==> config.mk <==
export PLATFORM = sky130hd
export DESIGN_NAME = arp_receive_cache_update
export DESIGN_NICKNAME = d
export VERILOG_FILES = /design/src/hw/rtl/arpr_pkg.sv /design/src/hw/rtl/arp_receive_cache_update.sv /design/src/hw/rtl/arpr_ctrl.sv /design/src/hw/rtl/arpr_dpath.sv
export VERILOG_INCLUDE_DIRS = /design/src /design/src/hw/rtl
export SDC_FILE = /design/constraint.sdc
export NUM_CORES = 1
export LEC_CHECK = 0
export ABC_AREA = 1
export BUFFER_PORTS_ARGS = -buffer_cell sky130_fd_sc_hd__buf_2
export CAP_MARGIN = 25
export CORE_MARGIN = 2
export CORE_UTILIZATION = 35
export DETAILED_ROUTE_END_ITERATION = 10
export GPL_ROUTABILITY_DRIVEN = 1
export GPL_TIMING_DRIVEN = 0
export PLACE_DENSITY = 0.57
export SYNTH_ARGS = -nofsm -noshare
export SYNTH_HDL_FRONTEND = slang
export SYNTH_SLANG_ARGS = --single-unit
==> constraint.sdc <==
create_clock -name clk -period 5.4 [get_ports clk]
set_input_delay 0.81 -clock clk [delete_from_list [all_inputs] [get_ports clk]]
set_output_delay 0.81 -clock clk [all_outputs]
set_load 0.02 [all_outputs]
==> src/hw/rtl/arp_receive_cache_update_assert.svh <==
// ----------------------------------------------------------------------------
// ARP receive cache assertion macros
// Concurrent assertion wrappers, clocked on clk and disabled in reset.
// ----------------------------------------------------------------------------
`ifndef ARP_RECEIVE_CACHE_UPDATE_ASSERT_SVH
`define ARP_RECEIVE_CACHE_UPDATE_ASSERT_SVH

`ifndef SYNTH

// Property that must hold at every clock edge out of reset
`define ARPR_ASSERT(lbl, prop, msg) \
    lbl: assert property (@(posedge clk) disable iff (!rst_n) (prop)) \
        else $error(msg);

// Antecedent in one cycle implies consequent in the next
`define ARPR_ASSERT_NEXT(lbl, ante, cons, msg) \
    lbl: assert property (@(posedge clk) disable iff (!rst_n) (ante) |=> (cons)) \
        else $error(msg);

`else

`define ARPR_ASSERT(lbl, prop, msg)
`define ARPR_ASSERT_NEXT(lbl, ante, cons, msg)

`endif

`endif

==> src/hw/rtl/arpr_pkg.sv <==
// ----------------------------------------------------------------------------
// ARP receive cache package
// Shared constants, state encoding and controller/datapath interface structs.
// ----------------------------------------------------------------------------
`default_nettype none

package arpr_pkg;

    // Field widths
    localparam int OP_W   = 16;
    localparam int MAC_W  = 48;
    localparam int IP_W   = 32;
    localparam int CNT_W  = 5;
    localparam int CFG_W  = 48;
    localparam int IDX_W  = 1;

    // Stream payload widths
    localparam int S_DATA_W = 112;
    localparam int M_DATA_W = 88;

    // ARP operation codes
    localparam logic [OP_W-1:0] OP_REQUEST = 16'd1;
    localparam logic [OP_W-1:0] OP_REPLY   = 16'd2;

    // Configuration register indexes
    localparam logic [IDX_W-1:0] REG_LOCAL_IP  = 1'b0;
    localparam logic [IDX_W-1:0] REG_LOCAL_MAC = 1'b1;

    // Reset values of the configuration registers
    localparam logic [IP_W-1:0]  LOCAL_IP_RST  = 32'd2362674795;
    localparam logic [MAC_W-1:0] LOCAL_MAC_RST = 48'd77135695076;

    typedef enum logic [2:0] {
        ST_IDLE,
        ST_START,
        ST_READ,
        ST_CHECK,
        ST_FINISH
    } ctrl_state_t;

    // Controller to datapath
    typedef struct packed {
        logic load;      // capture the request
        logic rd_en;     // read cached IP at scan index
        logic inc_idx;   // step scan index
        logic merge_wr;  // overwrite MAC at scan index
        logic commit;    // insert if due, load result register
    } ctrl_cmd_t;

    // Datapath to controller
    typedef struct packed {
        logic op_ok;     // opcode is request or reply
        logic used_zero; // cache empty
        logic hit;       // read IP equals sender IP
        logic last;      // scan index at final used entry
        logic out_free;  // result register can take a value
    } dp_status_t;

endpackage

`default_nettype wire

==> src/hw/rtl/arp_receive_cache_update.sv <==
// ----------------------------------------------------------------------------
// ARP receive cache update
// RFC 826 reception rule: merge into, or append to, a small IP/MAC cache and
// flag requests to the local address for a reply.
// ----------------------------------------------------------------------------
//
//  Channel  Signals                   Content (lowest bit first)
//  s        s_tvalid/tready/tdata/tuser  tuser: opcode; tdata: sender_mac,
//                                        sender_ip, target_ip
//  m        m_tvalid/tready/tdata/tuser  tuser: reply_valid; tdata:
//                                        reply_target_mac, reply_target_ip,
//                                        merged, inserted, cache_full,
//                                        entry_count
//  cfg      cfg_we/index/data         0 local_ip, 1 local_mac
//
//  A request runs through the start, read/compare and finish states; the scan
//  reads the single-port IP memory one entry per read/compare pair and stops
//  at the first match.
//  The next request is taken as soon as the result is in the output register.
//  A stalled output holds the block in its final state until the register frees.
//  Reset clears the entry count; cache contents need no clearing pass.
// ----------------------------------------------------------------------------
`default_nettype none

module arp_receive_cache_update
    import arpr_pkg::*;
#(
    parameter int CACHE_ENTRIES = 16
)
(
    input  wire logic                clk,
    input  wire logic                rst_n,
    // Request stream
    input  wire logic                s_tvalid,
    output logic                     s_tready,
    input  wire logic [S_DATA_W-1:0] s_tdata,  // sender_mac, sender_ip, target_ip
    input  wire logic [OP_W-1:0]     s_tuser,  // opcode
    // Result stream
    output logic                     m_tvalid,
    input  wire logic                m_tready,
    output logic [M_DATA_W-1:0]      m_tdata,  // reply_target_mac, reply_target_ip,
                                               // merged, inserted, cache_full,
                                               // entry_count
    output logic                     m_tuser,  // reply_valid
    // Configuration writes
    input  wire logic                cfg_we,
    input  wire logic [IDX_W-1:0]    cfg_index,
    input  wire logic [CFG_W-1:0]    cfg_data
);

    logic [IP_W-1:0]  local_ip_reg;
    logic [MAC_W-1:0] local_mac_reg;
    ctrl_cmd_t        cmd;
    dp_status_t       status;

    // Configuration registers; local_mac is held but not used by the datapath
    always_ff @(posedge clk or negedge rst_n)
    begin
        if (!rst_n)
        begin
            local_ip_reg  <= LOCAL_IP_RST;
            local_mac_reg <= LOCAL_MAC_RST;
        end
        else if (cfg_we)
        begin
            unique case (cfg_index)
                REG_LOCAL_IP:  local_ip_reg  <= cfg_data[IP_W-1:0];
                REG_LOCAL_MAC: local_mac_reg <= cfg_data[MAC_W-1:0];
                default:       local_ip_reg  <= local_ip_reg;
            endcase
        end
    end

    arpr_ctrl u_ctrl (
        .clk      (clk),
        .rst_n    (rst_n),
        .s_tvalid (s_tvalid),
        .s_tready (s_tready),
        .status   (status),
        .cmd      (cmd)
    );

    arpr_dpath #(
        .CACHE_ENTRIES (CACHE_ENTRIES)
    ) u_dpath (
        .clk       (clk),
        .rst_n     (rst_n),
        .cmd       (cmd),
        .status    (status),
        .local_ip  (local_ip_reg),
        .in_opcode (s_tuser),
        .in_data   (s_tdata),
        .m_tvalid  (m_tvalid),
        .m_tready  (m_tready),
        .m_tdata   (m_tdata),
        .m_tuser   (m_tuser)
    );

endmodule

`default_nettype wire

==> src/hw/rtl/arpr_ctrl.sv <==
// ----------------------------------------------------------------------------
// ARP receive cache controller
// Sequences capture, cache scan, merge and commit of one request at a time.
// ----------------------------------------------------------------------------
`default_nettype none

`include "arp_receive_cache_update_assert.svh"

module arpr_ctrl
    import arpr_pkg::*;
(
    input  wire logic       clk,
    input  wire logic       rst_n,
    input  wire logic       s_tvalid,
    output logic            s_tready,
    input  wire dp_status_t status,
    output ctrl_cmd_t       cmd
);

    ctrl_state_t state_reg;
    ctrl_state_t state_next;

    // State register
    always_ff @(posedge clk or negedge rst_n)
    begin
        if (!rst_n)
        begin
            state_reg <= ST_IDLE;
        end
        else
        begin
            state_reg <= state_next;
        end
    end

    // Next state and commands
    always_comb
    begin
        state_next = state_reg;
        cmd        = '0;
        s_tready   = 1'b0;
        unique case (state_reg)
            ST_IDLE:
            begin
                s_tready = 1'b1;
                if (s_tvalid)
                begin
                    cmd.load   = 1'b1;
                    state_next = ST_START;
                end
            end
            ST_START:
            begin
                // ignored opcodes and an empty cache skip the scan
                if (!status.op_ok || status.used_zero)
                begin
                    state_next = ST_FINISH;
                end
                else
                begin
                    state_next = ST_READ;
                end
            end
            ST_READ:
            begin
                cmd.rd_en  = 1'b1;
                state_next = ST_CHECK;
            end
            ST_CHECK:
            begin
                if (status.hit)
                begin
                    cmd.merge_wr = 1'b1;
                    state_next   = ST_FINISH;
                end
                else if (status.last)
                begin
                    state_next = ST_FINISH;
                end
                else
                begin
                    cmd.inc_idx = 1'b1;
                    state_next  = ST_READ;
                end
            end
            ST_FINISH:
            begin
                // hold until the result register is free
                if (status.out_free)
                begin
                    cmd.commit = 1'b1;
                    state_next = ST_IDLE;
                end
            end
            default:
            begin
                state_next = ST_IDLE;
            end
        endcase
    end

    // A match ends the scan straight away
    `ARPR_ASSERT_NEXT(a_hit_ends_scan, (state_reg == ST_CHECK) && status.hit, state_reg == ST_FINISH, "scan continued after a match")

endmodule

`default_nettype wire

==> src/hw/rtl/arpr_dpath.sv <==
// ----------------------------------------------------------------------------
// ARP receive cache datapath
// Request capture, cache memories, scan compare, entry count and result register.
// ----------------------------------------------------------------------------
`default_nettype none

`include "arp_receive_cache_update_assert.svh"

module arpr_dpath
    import arpr_pkg::*;
#(
    parameter int CACHE_ENTRIES = 16
)
(
    input  wire logic                clk,
    input  wire logic                rst_n,
    input  wire ctrl_cmd_t           cmd,
    output dp_status_t               status,
    input  wire logic [IP_W-1:0]     local_ip,
    input  wire logic [OP_W-1:0]     in_opcode,
    input  wire logic [S_DATA_W-1:0] in_data,
    output logic                     m_tvalid,
    input  wire logic                m_tready,
    output logic [M_DATA_W-1:0]      m_tdata,
    output logic                     m_tuser
);

    localparam int IW = $clog2(CACHE_ENTRIES);
    localparam int CW = $clog2(CACHE_ENTRIES + 1);

    // Cache memories, contents undefined until written
    logic [IP_W-1:0]  mem_ip  [CACHE_ENTRIES];
    logic [MAC_W-1:0] mem_mac [CACHE_ENTRIES];

    logic [OP_W-1:0]  op_reg;
    logic [MAC_W-1:0] smac_reg;
    logic [IP_W-1:0]  sip_reg;
    logic             tip_match_reg;
    logic [IP_W-1:0]  rd_ip_reg;
    logic             merged_reg;
    logic [IW-1:0]    idx_reg;
    logic [IW-1:0]    idx_next;
    logic [CW-1:0]    used_reg;
    logic [CW-1:0]    used_next;
    logic             m_valid_reg;
    logic             m_valid_next;
    logic [M_DATA_W-1:0] m_data_reg;
    logic             m_user_reg;

    logic             full;
    logic             want_insert;
    logic             do_insert;
    logic             do_reply;
    logic             ip_we;
    logic             mac_we;
    logic [IW-1:0]    waddr;

    // Status towards the controller
    always_comb
    begin
        status.op_ok     = (op_reg == OP_REQUEST) || (op_reg == OP_REPLY);
        status.used_zero = (used_reg == '0);
        status.hit       = (rd_ip_reg == sip_reg);
        status.last      = ((CW'(idx_reg) + CW'(1)) == used_reg);
        status.out_free  = !m_valid_reg || m_tready;
    end

    // Insert decision at commit
    always_comb
    begin
        full        = (used_reg == CW'(CACHE_ENTRIES));
        want_insert = status.op_ok && tip_match_reg && !merged_reg;
        do_insert   = cmd.commit && want_insert && !full;
        do_reply    = (op_reg == OP_REQUEST) && tip_match_reg;
        ip_we       = do_insert;
        mac_we      = do_insert || cmd.merge_wr;
        waddr       = cmd.merge_wr ? idx_reg : used_reg[IW-1:0];
    end

    // Request capture
    always_ff @(posedge clk)
    begin
        if (cmd.load)
        begin
            op_reg        <= in_opcode;
            smac_reg      <= in_data[MAC_W-1:0];
            sip_reg       <= in_data[MAC_W +: IP_W];
            tip_match_reg <= (in_data[MAC_W+IP_W +: IP_W] == local_ip);
        end
    end

    // Cache memory write and registered read
    always_ff @(posedge clk)
    begin
        if (ip_we)
        begin
            mem_ip[waddr] <= sip_reg;
        end
        if (mac_we)
        begin
            mem_mac[waddr] <= smac_reg;
        end
        if (cmd.rd_en)
        begin
            rd_ip_reg <= mem_ip[idx_reg];
        end
    end

    // Scan index, entry count and result valid
    always_comb
    begin
        idx_next = idx_reg;
        if (cmd.load)
        begin
            idx_next = '0;
        end
        else if (cmd.inc_idx)
        begin
            idx_next = idx_reg + IW'(1);
        end

        used_next = used_reg;
        if (do_insert)
        begin
            used_next = used_reg + CW'(1);
        end

        m_valid_next = m_valid_reg;
        if (cmd.commit)
        begin
            m_valid_next = 1'b1;
        end
        else if (m_tready)
        begin
            m_valid_next = 1'b0;
        end
    end

    always_ff @(posedge clk or negedge rst_n)
    begin
        if (!rst_n)
        begin
            idx_reg     <= '0;
            used_reg    <= '0;
            merged_reg  <= 1'b0;
            m_valid_reg <= 1'b0;
        end
        else
        begin
            idx_reg     <= idx_next;
            used_reg    <= used_next;
            m_valid_reg <= m_valid_next;
            if (cmd.load)
            begin
                merged_reg <= 1'b0;
            end
            else if (cmd.merge_wr)
            begin
                merged_reg <= 1'b1;
            end
        end
    end

    // Result register
    always_ff @(posedge clk)
    begin
        if (cmd.commit)
        begin
            m_user_reg <= do_reply;
            m_data_reg <= {CNT_W'(used_next),
                           want_insert && full,
                           do_insert,
                           merged_reg,
                           do_reply ? sip_reg  : '0,
                           do_reply ? smac_reg : '0};
        end
    end

    assign m_tvalid = m_valid_reg;
    assign m_tdata  = m_data_reg;
    assign m_tuser  = m_user_reg;

    `ARPR_ASSERT(a_used_bound, used_reg <= CW'(CACHE_ENTRIES), "entry count above cache depth")
    `ARPR_ASSERT(a_merge_xor_ins, !(m_valid_reg && m_data_reg[MAC_W+IP_W] && m_data_reg[MAC_W+IP_W+1]), "result both merged and inserted")
    `ARPR_ASSERT_NEXT(a_insert_count, do_insert, used_reg == $past(used_reg) + CW'(1), "insert did not bump entry count")

endmodule

`default_nettype wire

== Word-level counts from Yosys, hierarchy flattened ==
Memory sizes are Yosys's and may differ from the RTL's. A register that Yosys moved wholly into a read port is not among the register bits.
Index checks and enable logic that the tools add are counted.

* Register bits after elaboration: 232
* Bits in latches: 0
* Bits in writable memories: 512
* Memory bits (read-only): 0
* Input port bits: 182
* Output and inout port bits: 91
* Word-level logic and storage cells: 76
* Memories: 1

{| class="wikitable"
|+ Memories
! memory !! depth !! bits a word !! rd ports !! clocked after memory_dff !! write ports !! RTL line !! source
|-
| u_dpath.mem_ip || 16 || 32 || 1 || 1 || 1 || arpr_dpath.sv:32 || <nowiki>logic [IP_W-1:0] mem_ip [CACHE_ENTRIES];</nowiki>
|}

* Add/subtract/negate cells: 3
* Multiply operators: 0
* Div/mod/pow operators: 0
* Order comparisons: 0
* Eq/ne operators: 12
* Shift operators: 0
* Mux-type cells: 26
* Bitwise operators: 1
* Reduce and logical (&&, ||, !) cells: 20

{| class="wikitable"
|+ Operators with widths
! operator !! number
|-
| 32-bit equality test || 2
|-
| 16-bit by 1-bit equality test with 1-bit output (second input constant) || 1
|-
| 16-bit by 2-bit equality test with 1-bit output (second input constant) || 1
|-
| 1-bit two-way mux || 15
|-
| 3-bit two-way mux || 5
|-
| 3-bit case mux with 5 select lines || 1
|-
| 4-bit two-way mux || 3
|-
| 3-bit by 2-bit equality test with 1-bit output (second input constant) || 2
|-
| 1-bit logical AND || 6
|-
| 2-bit nonzero test || 3
|-
| 4-bit by 1-bit adder with 5-bit output (second input constant) || 1
|-
| 5-bit by 1-bit adder with 5-bit output (second input constant) || 1
|-
| 5-bit equality test || 1
|-
| 5-bit equality test (second input constant) || 1
|-
| 5-bit logical NOT || 1
|-
| 5-bit two-way mux || 1
|-
| 4-bit by 1-bit adder with 4-bit output (second input constant) || 1
|-
| 1-bit logical NOT || 4
|-
| 2-bit != test (second input constant) || 2
|-
| 2-bit AND reduction || 2
|-
| 3-bit by 1-bit equality test with 1-bit output (second input constant) || 1
|-
| 3-bit equality test (second input constant) || 1
|-
| 3-bit logical NOT || 1
|-
| 1-bit logical OR || 3
|-
| 2 further kinds || 2
|}

== Depth between registers and ports, before layout ==
* Word-level depth: 8
* Depth in mapped cells: 13
* Mapped depth without buffers: 12

== Modules after synthesis ==
A second synthesis with hierarchy kept.

* Cell total of the unflattened synthesis: 2359
* Area total of the unflattened synthesis: 30526.8 um^2

{| class="wikitable"
|+ Modules (own cells, without submodules)
! module !! instances !! cells each !! area an instance (um^2) !! seq. area each (um^2)
|-
| arpr_dpath || 1 || 2180 || 28906.5 || 22196.3
|-
| arp_receive_cache_update || 1 || 140 || 1391.3 || 822.0
|-
| arpr_ctrl || 1 || 39 || 229.0 || 75.1
|}

== Worst setup path after synthesis ==
Ideal clock, no wire load.

* Path type: input to register
* Start point: input m_tready
* End point: register u_dpath.m_data_reg[0] (netlist: u_dpath.m_tdata[0]), enable pin
* Library setup time: 0.537 ns
* Arrival: 4.574 ns
* Data required time: 4.863 ns
* Slack: 0.289 ns
* Stages on the path: 2
* Buffers on the path: 0
* Cell sequence: nor2_1 > nor2_1

{| class="wikitable"
|+ RTL lines
! item !! RTL line !! source
|-
| start, declared || arp_receive_cache_update.sv:40 || <nowiki>input wire logic m_tready,</nowiki>
|-
| end signal, assigned || arpr_dpath.sv:170 || <nowiki>m_data_reg <= {CNT_W'(used_next),</nowiki>
|-
| end, declared || arpr_dpath.sv:47 || <nowiki>logic [M_DATA_W-1:0] m_data_reg;</nowiki>
|}

== Worst setup path in the final report ==
* Start point: register u_dpath.sip_reg[10]
* End point: memory u_dpath.mem_ip[0][22], enable pin

* Longest elaborated chain between the ends: 4

{| class="wikitable"
|+ RTL lines
! item !! RTL line !! source
|-
| start, declared || arpr_dpath.sv:37 || <nowiki>logic [IP_W-1:0] sip_reg;</nowiki>
|-
| start signal, assigned || arpr_dpath.sv:87 || <nowiki>sip_reg <= in_data[MAC_W +: IP_W];</nowiki>
|-
| 32-bit equality test || arpr_dpath.sv:63 || <nowiki>status.hit = (rd_ip_reg == sip_reg);</nowiki>
|-
| 1-bit two-way mux || arpr_ctrl.sv:71 || <nowiki>if (status.hit)</nowiki>
|-
| 2-bit two-way mux || arpr_ctrl.sv:42 || <nowiki>unique case (state_reg)</nowiki>
|-
| 4-bit two-way mux || arpr_dpath.sv:77 || <nowiki>waddr = cmd.merge_wr ? idx_reg : used_reg[IW-1:0];</nowiki>
|-
| end, declared || arpr_dpath.sv:32 ||
|}

Every way passes these cells.

==> reports/qor.log <==
INFO  cts            cts.reportedPaths.clkPinSlew=0.06ns
INFO  detailed_routing drt_wl_total=86690µm
INFO  cts            cts_inserted_buffers=86
INFO  setup_path     crit-reg2reg-capture=u_dpath.mem_ip[0][22]
INFO  grt            grt_pass1_vias=19160
INFO  placed_design  finalWeightedCongestion=0.8203
INFO  pwr            power.density_cell_area=383.7mW/mm²
INFO  floorplan      die_width=295.9µm
INFO  sta            slew-limit-headroom=0.2700
INFO  yosys          synth_fp_nets=2338
INFO  setup_path     criticalPathCategory=reg -> reg
INFO  detailed_routing number_of_drc_violations_after_detailed_routing=0
INFO  cts            post_cts.resized_instances=0
INFO  sta            report.final.hold_viol_count=0
INFO  final_layout   share_of_layout_cells_above_drive_strength_1=0.2013
INFO  final_layout   post_layout_nonfiller_instances=3737
INFO  sta            drv_slew=0
INFO  detailed_routing antenna_left=0
INFO  cts            hold_buffers=0
INFO  cts            max-clock-path-buffers=3
INFO  detailed_routing drt-initial-drc-count=2254
INFO  grt            grt_max_degree=82
INFO  final_layout   final_area=0.03610mm²
INFO  floorplan      initial_util=0.3519
INFO  setup_path     worst-endpoint-required=5.72ns
INFO  cts            clock_latency=0.64ns
INFO  yosys          postSynthCellCount=2153
INFO  placed_design  port-buffer-count=256
INFO  detailed_routing vias=19220
INFO  pwr            vdd_drop_max=0.2535mV
INFO  detailed_routing detail_routed_via_count_per_cell=5.142
INFO  setup_path     critical_path_cell_count=10
INFO  setup_path     cp-endpoint=u_dpath.mem_ip[0][22]
INFO  sta            final_min_period_over_clock_period=0.7613
INFO  setup_path     timing.reg2reg.worst_path_depth=10
INFO  final_layout   num_antenna_cells=0
INFO  final_layout   register_area=0.02309mm²
INFO  grt            antenna_found_initial=3
INFO  setup_path     crit_slowest_cell=sky130_fd_sc_hd__nor2_4
INFO  final_layout   finish.utilization=0.4260
INFO  floorplan      die_area=0.08757mm²
INFO  sta            min_period=4.111ns
INFO  yosys          yosysSeqAreaShare=0.7743
INFO  sta            worstMarginPinSlew=1.095ns
INFO  yosys          synth_cell_types=34
INFO  setup_path     crit_path_max_delay_family=simple AND/OR/NAND/NOR gates
INFO  final_layout   mostFrequentLayoutCell=sky130_fd_sc_hd__edfxtp_1
INFO  setup_path     startpoint_type=flip-flop
INFO  final_layout   layout.nets=2711
INFO  flow_run       cap_violations=0
INFO  final_layout   largest_register_ffs=512
INFO  detailed_routing per_cell_routed_wire_length=23.20µm
INFO  yosys          async_flop_share=0.05928
INFO  setup_path     end_kind=flip-flop
INFO  placed_design  detailed_place.area=0.03327mm²
INFO  yosys          synth-edff-count=730
INFO  sta            setup_repair_after_global_routing_missed_its_margin=false
INFO  setup_path     critical_path_peak_fanout=20
INFO  min_path       holdCritPathClass=in -> async
INFO  pwr            totalPowerFinal=13.85mW
INFO  placed_design  place_ws=1.377ns
INFO  cts            ctsRootBufferMaster=sky130_fd_sc_hd__clkbuf_16
INFO  final_layout   area_growth_syn_to_layout=21.03%
INFO  setup_path     max_stage_delay=0.86ns
INFO  final_layout   most-common-layout-cells=sky130_fd_sc_hd__edfxtp_1 (730), sky130_fd_sc_hd__nand2_1 (301), sky130_fd_sc_hd__buf_2 (283)
INFO  pwr            power.leakage=13.15nW
INFO  yosys          ys.warnings.count=0
INFO  yosys          synth.avg_cell_area=13.85µm²
INFO  sta            postLayoutSetupSlackWorst=1.289ns
INFO  yosys          register_bit_total_from_synthesis=776
INFO  setup_path     crit_top_cell=sky130_fd_sc_hd__nand2_1
INFO  final_layout   multiInputGateArea=0.005926mm²
INFO  grt            gr-usage-all-layers=0.1967
INFO  floorplan      core_region_area=0.08475mm²
INFO  floorplan      die-height=295.9µm
INFO  setup_path     worst_setup_path_startpoint=u_dpath.sip_reg[10]
INFO  detailed_routing dr.pass1.iters=6
INFO  setup_path     crit_arrival=4.44ns
INFO  cts            cts_post_setup_buffers_inserted=0
INFO  setup_path     critical_path_buffers_and_inverters=1
INFO  grt            globalRoute.totalOverflow=0
INFO  floorplan      ioPinCount=273
INFO  setup_path     r2r-start=u_dpath.sip_reg[10]
INFO  setup_path     timing.reg2reg.setup_slack=1.29ns
INFO  final_layout   filler_cell_count=7720
INFO  placed_design  place.detailed.instances=3581
INFO  sta            setup_violations=0
INFO  cts            cts_tree=built
INFO  setup_path     timing.critical_path.cells=xnor2_1, nand2_1, nor2_1, nand2_1, nor2_2, nand3_2, o21ai_0, nand2_1, nor2_4, buf_16
INFO  sta            clock-skew-final=0.03016ns
INFO  outcome        run_status=finished, final reports clean
INFO  cts            sinks_on_clock_net=776
INFO  floorplan      floorplan.rows=107
INFO  yosys          syn_area=0.02982mm²
INFO  cts            number_of_h_tree_levels=3
INFO  sta            fmax=243.2MHz
INFO  yosys          ys_dominant_reg_cell=sky130_fd_sc_hd__edfxtp_1
INFO  grt            grt_pass1_wl=125400µm
INFO  placed_design  hpwlAfterDp=56790µm
## cell type report
| cell class | instances | area share |
|---|---|---|
| Sequential cell | 776 | 0.6397 |
| Multi-Input combinational cell | 1138 | 0.1642 |
| Clock buffer | 105 | 0.06274 |
| Timing Repair Buffer | 285 | 0.05244 |
| Tap cell | 1144 | 0.03965 |
| Clock inverter | 50 | 0.01515 |
| Inverter | 129 | 0.01355 |
| Buffer | 110 | 0.01258 |
## worst register-to-register path: cells and delay by family (launching register included)
kind / cells / cell delay [ns]
AO/OA/AOI/OAI: 1 / 0.31
buffers and inverters: 1 / 0.26
XOR/XNOR: 1 / 0.20
AND/OR/NAND/NOR: 7 / 2.20
flip-flops: 1 / 0.84
## through the flow
step | setup TNS (ns) | hold WS (ns)
detailed placement | 0 | 0.4701
global placement | -546.70 | 0.4771
finish | 0 | 0.1397
floorplan | 0 | 0.4480
CTS | 0 | 0.3062
global route | 0 | 0.1523
## cell families (layout without fill, tap and decap cells)
family,after synthesis,count (layout),share of synthesized area
simple gates,670,670,0.09099
fa+ha+maj,3,3,0.001259
xor+xnor,56,56,0.01645
buf+inv,239,679,0.03146
compound gates,379,379,0.07421
mux,30,30,0.01133
flops,776,776,0.7743
## per-layer routing
layer	global-route usage	vias up	share of wire
met2	0.3123	976	0.47
met4	0.06537	6	0.027
met5	0	-	0.00047
li1	-	8559	-
met1	0.2683	9528	0.41
met3	0.04287	148	0.093
## cells in the mapped netlist (4+ instances only)
cell type | number | area share
sky130_fd_sc_hd__a21oi_1 | 86 | 0.014
sky130_fd_sc_hd__a221oi_1 | 41 | 0.012
sky130_fd_sc_hd__buf_1 | 6 | 0.00076
sky130_fd_sc_hd__buf_2 | 27 | 0.0045
sky130_fd_sc_hd__clkbuf_1 | 76 | 0.0096
sky130_fd_sc_hd__dfrtp_1 | 29 | 0.024
sky130_fd_sc_hd__dfstp_2 | 17 | 0.015
sky130_fd_sc_hd__edfxtp_1 | 730 | 0.73
sky130_fd_sc_hd__inv_1 | 116 | 0.015
sky130_fd_sc_hd__inv_2 | 11 | 0.0014
sky130_fd_sc_hd__mux2_2 | 30 | 0.011
sky130_fd_sc_hd__nand2_1 | 301 | 0.038
sky130_fd_sc_hd__nand3_1 | 56 | 0.0094
sky130_fd_sc_hd__nand4_1 | 33 | 0.0069
sky130_fd_sc_hd__nor2_1 | 260 | 0.033
sky130_fd_sc_hd__nor3_1 | 9 | 0.0015
sky130_fd_sc_hd__o21ai_0 | 176 | 0.030
sky130_fd_sc_hd__o21ai_1 | 4 | 0.00067
sky130_fd_sc_hd__o221ai_1 | 24 | 0.0070
sky130_fd_sc_hd__o22ai_1 | 42 | 0.0088
sky130_fd_sc_hd__xnor2_1 | 42 | 0.012
sky130_fd_sc_hd__xor2_1 | 14 | 0.0041
## report_power, final
group          leakage (nW)  internal (mW)  switching, mW
Clock                  1.36           3.50           2.38
Sequential             7.17           7.00          0.250
Combinational          4.62          0.247          0.477
## how the worst min path moves through the flow
stage | slack (ns) | depth (start not counted) | to | from
floorplan | 0.45 | 0 | u_dpath.m_tdata[80] | u_dpath.merged_reg
global placement | 0.48 | 2 | local_ip_reg[15] | local_ip_reg[15]
detailed placement | 0.47 | 0 | u_dpath.m_tdata[80] | u_dpath.merged_reg
CTS | 0.31 | 1 | u_dpath.smac_reg[17] | s_tdata[17]
global route | 0.15 | 1 | local_ip_reg[2] | rst_n
finish | 0.14 | 1 | local_ip_reg[2] | rst_n
(Power assumes the default switching activity.)
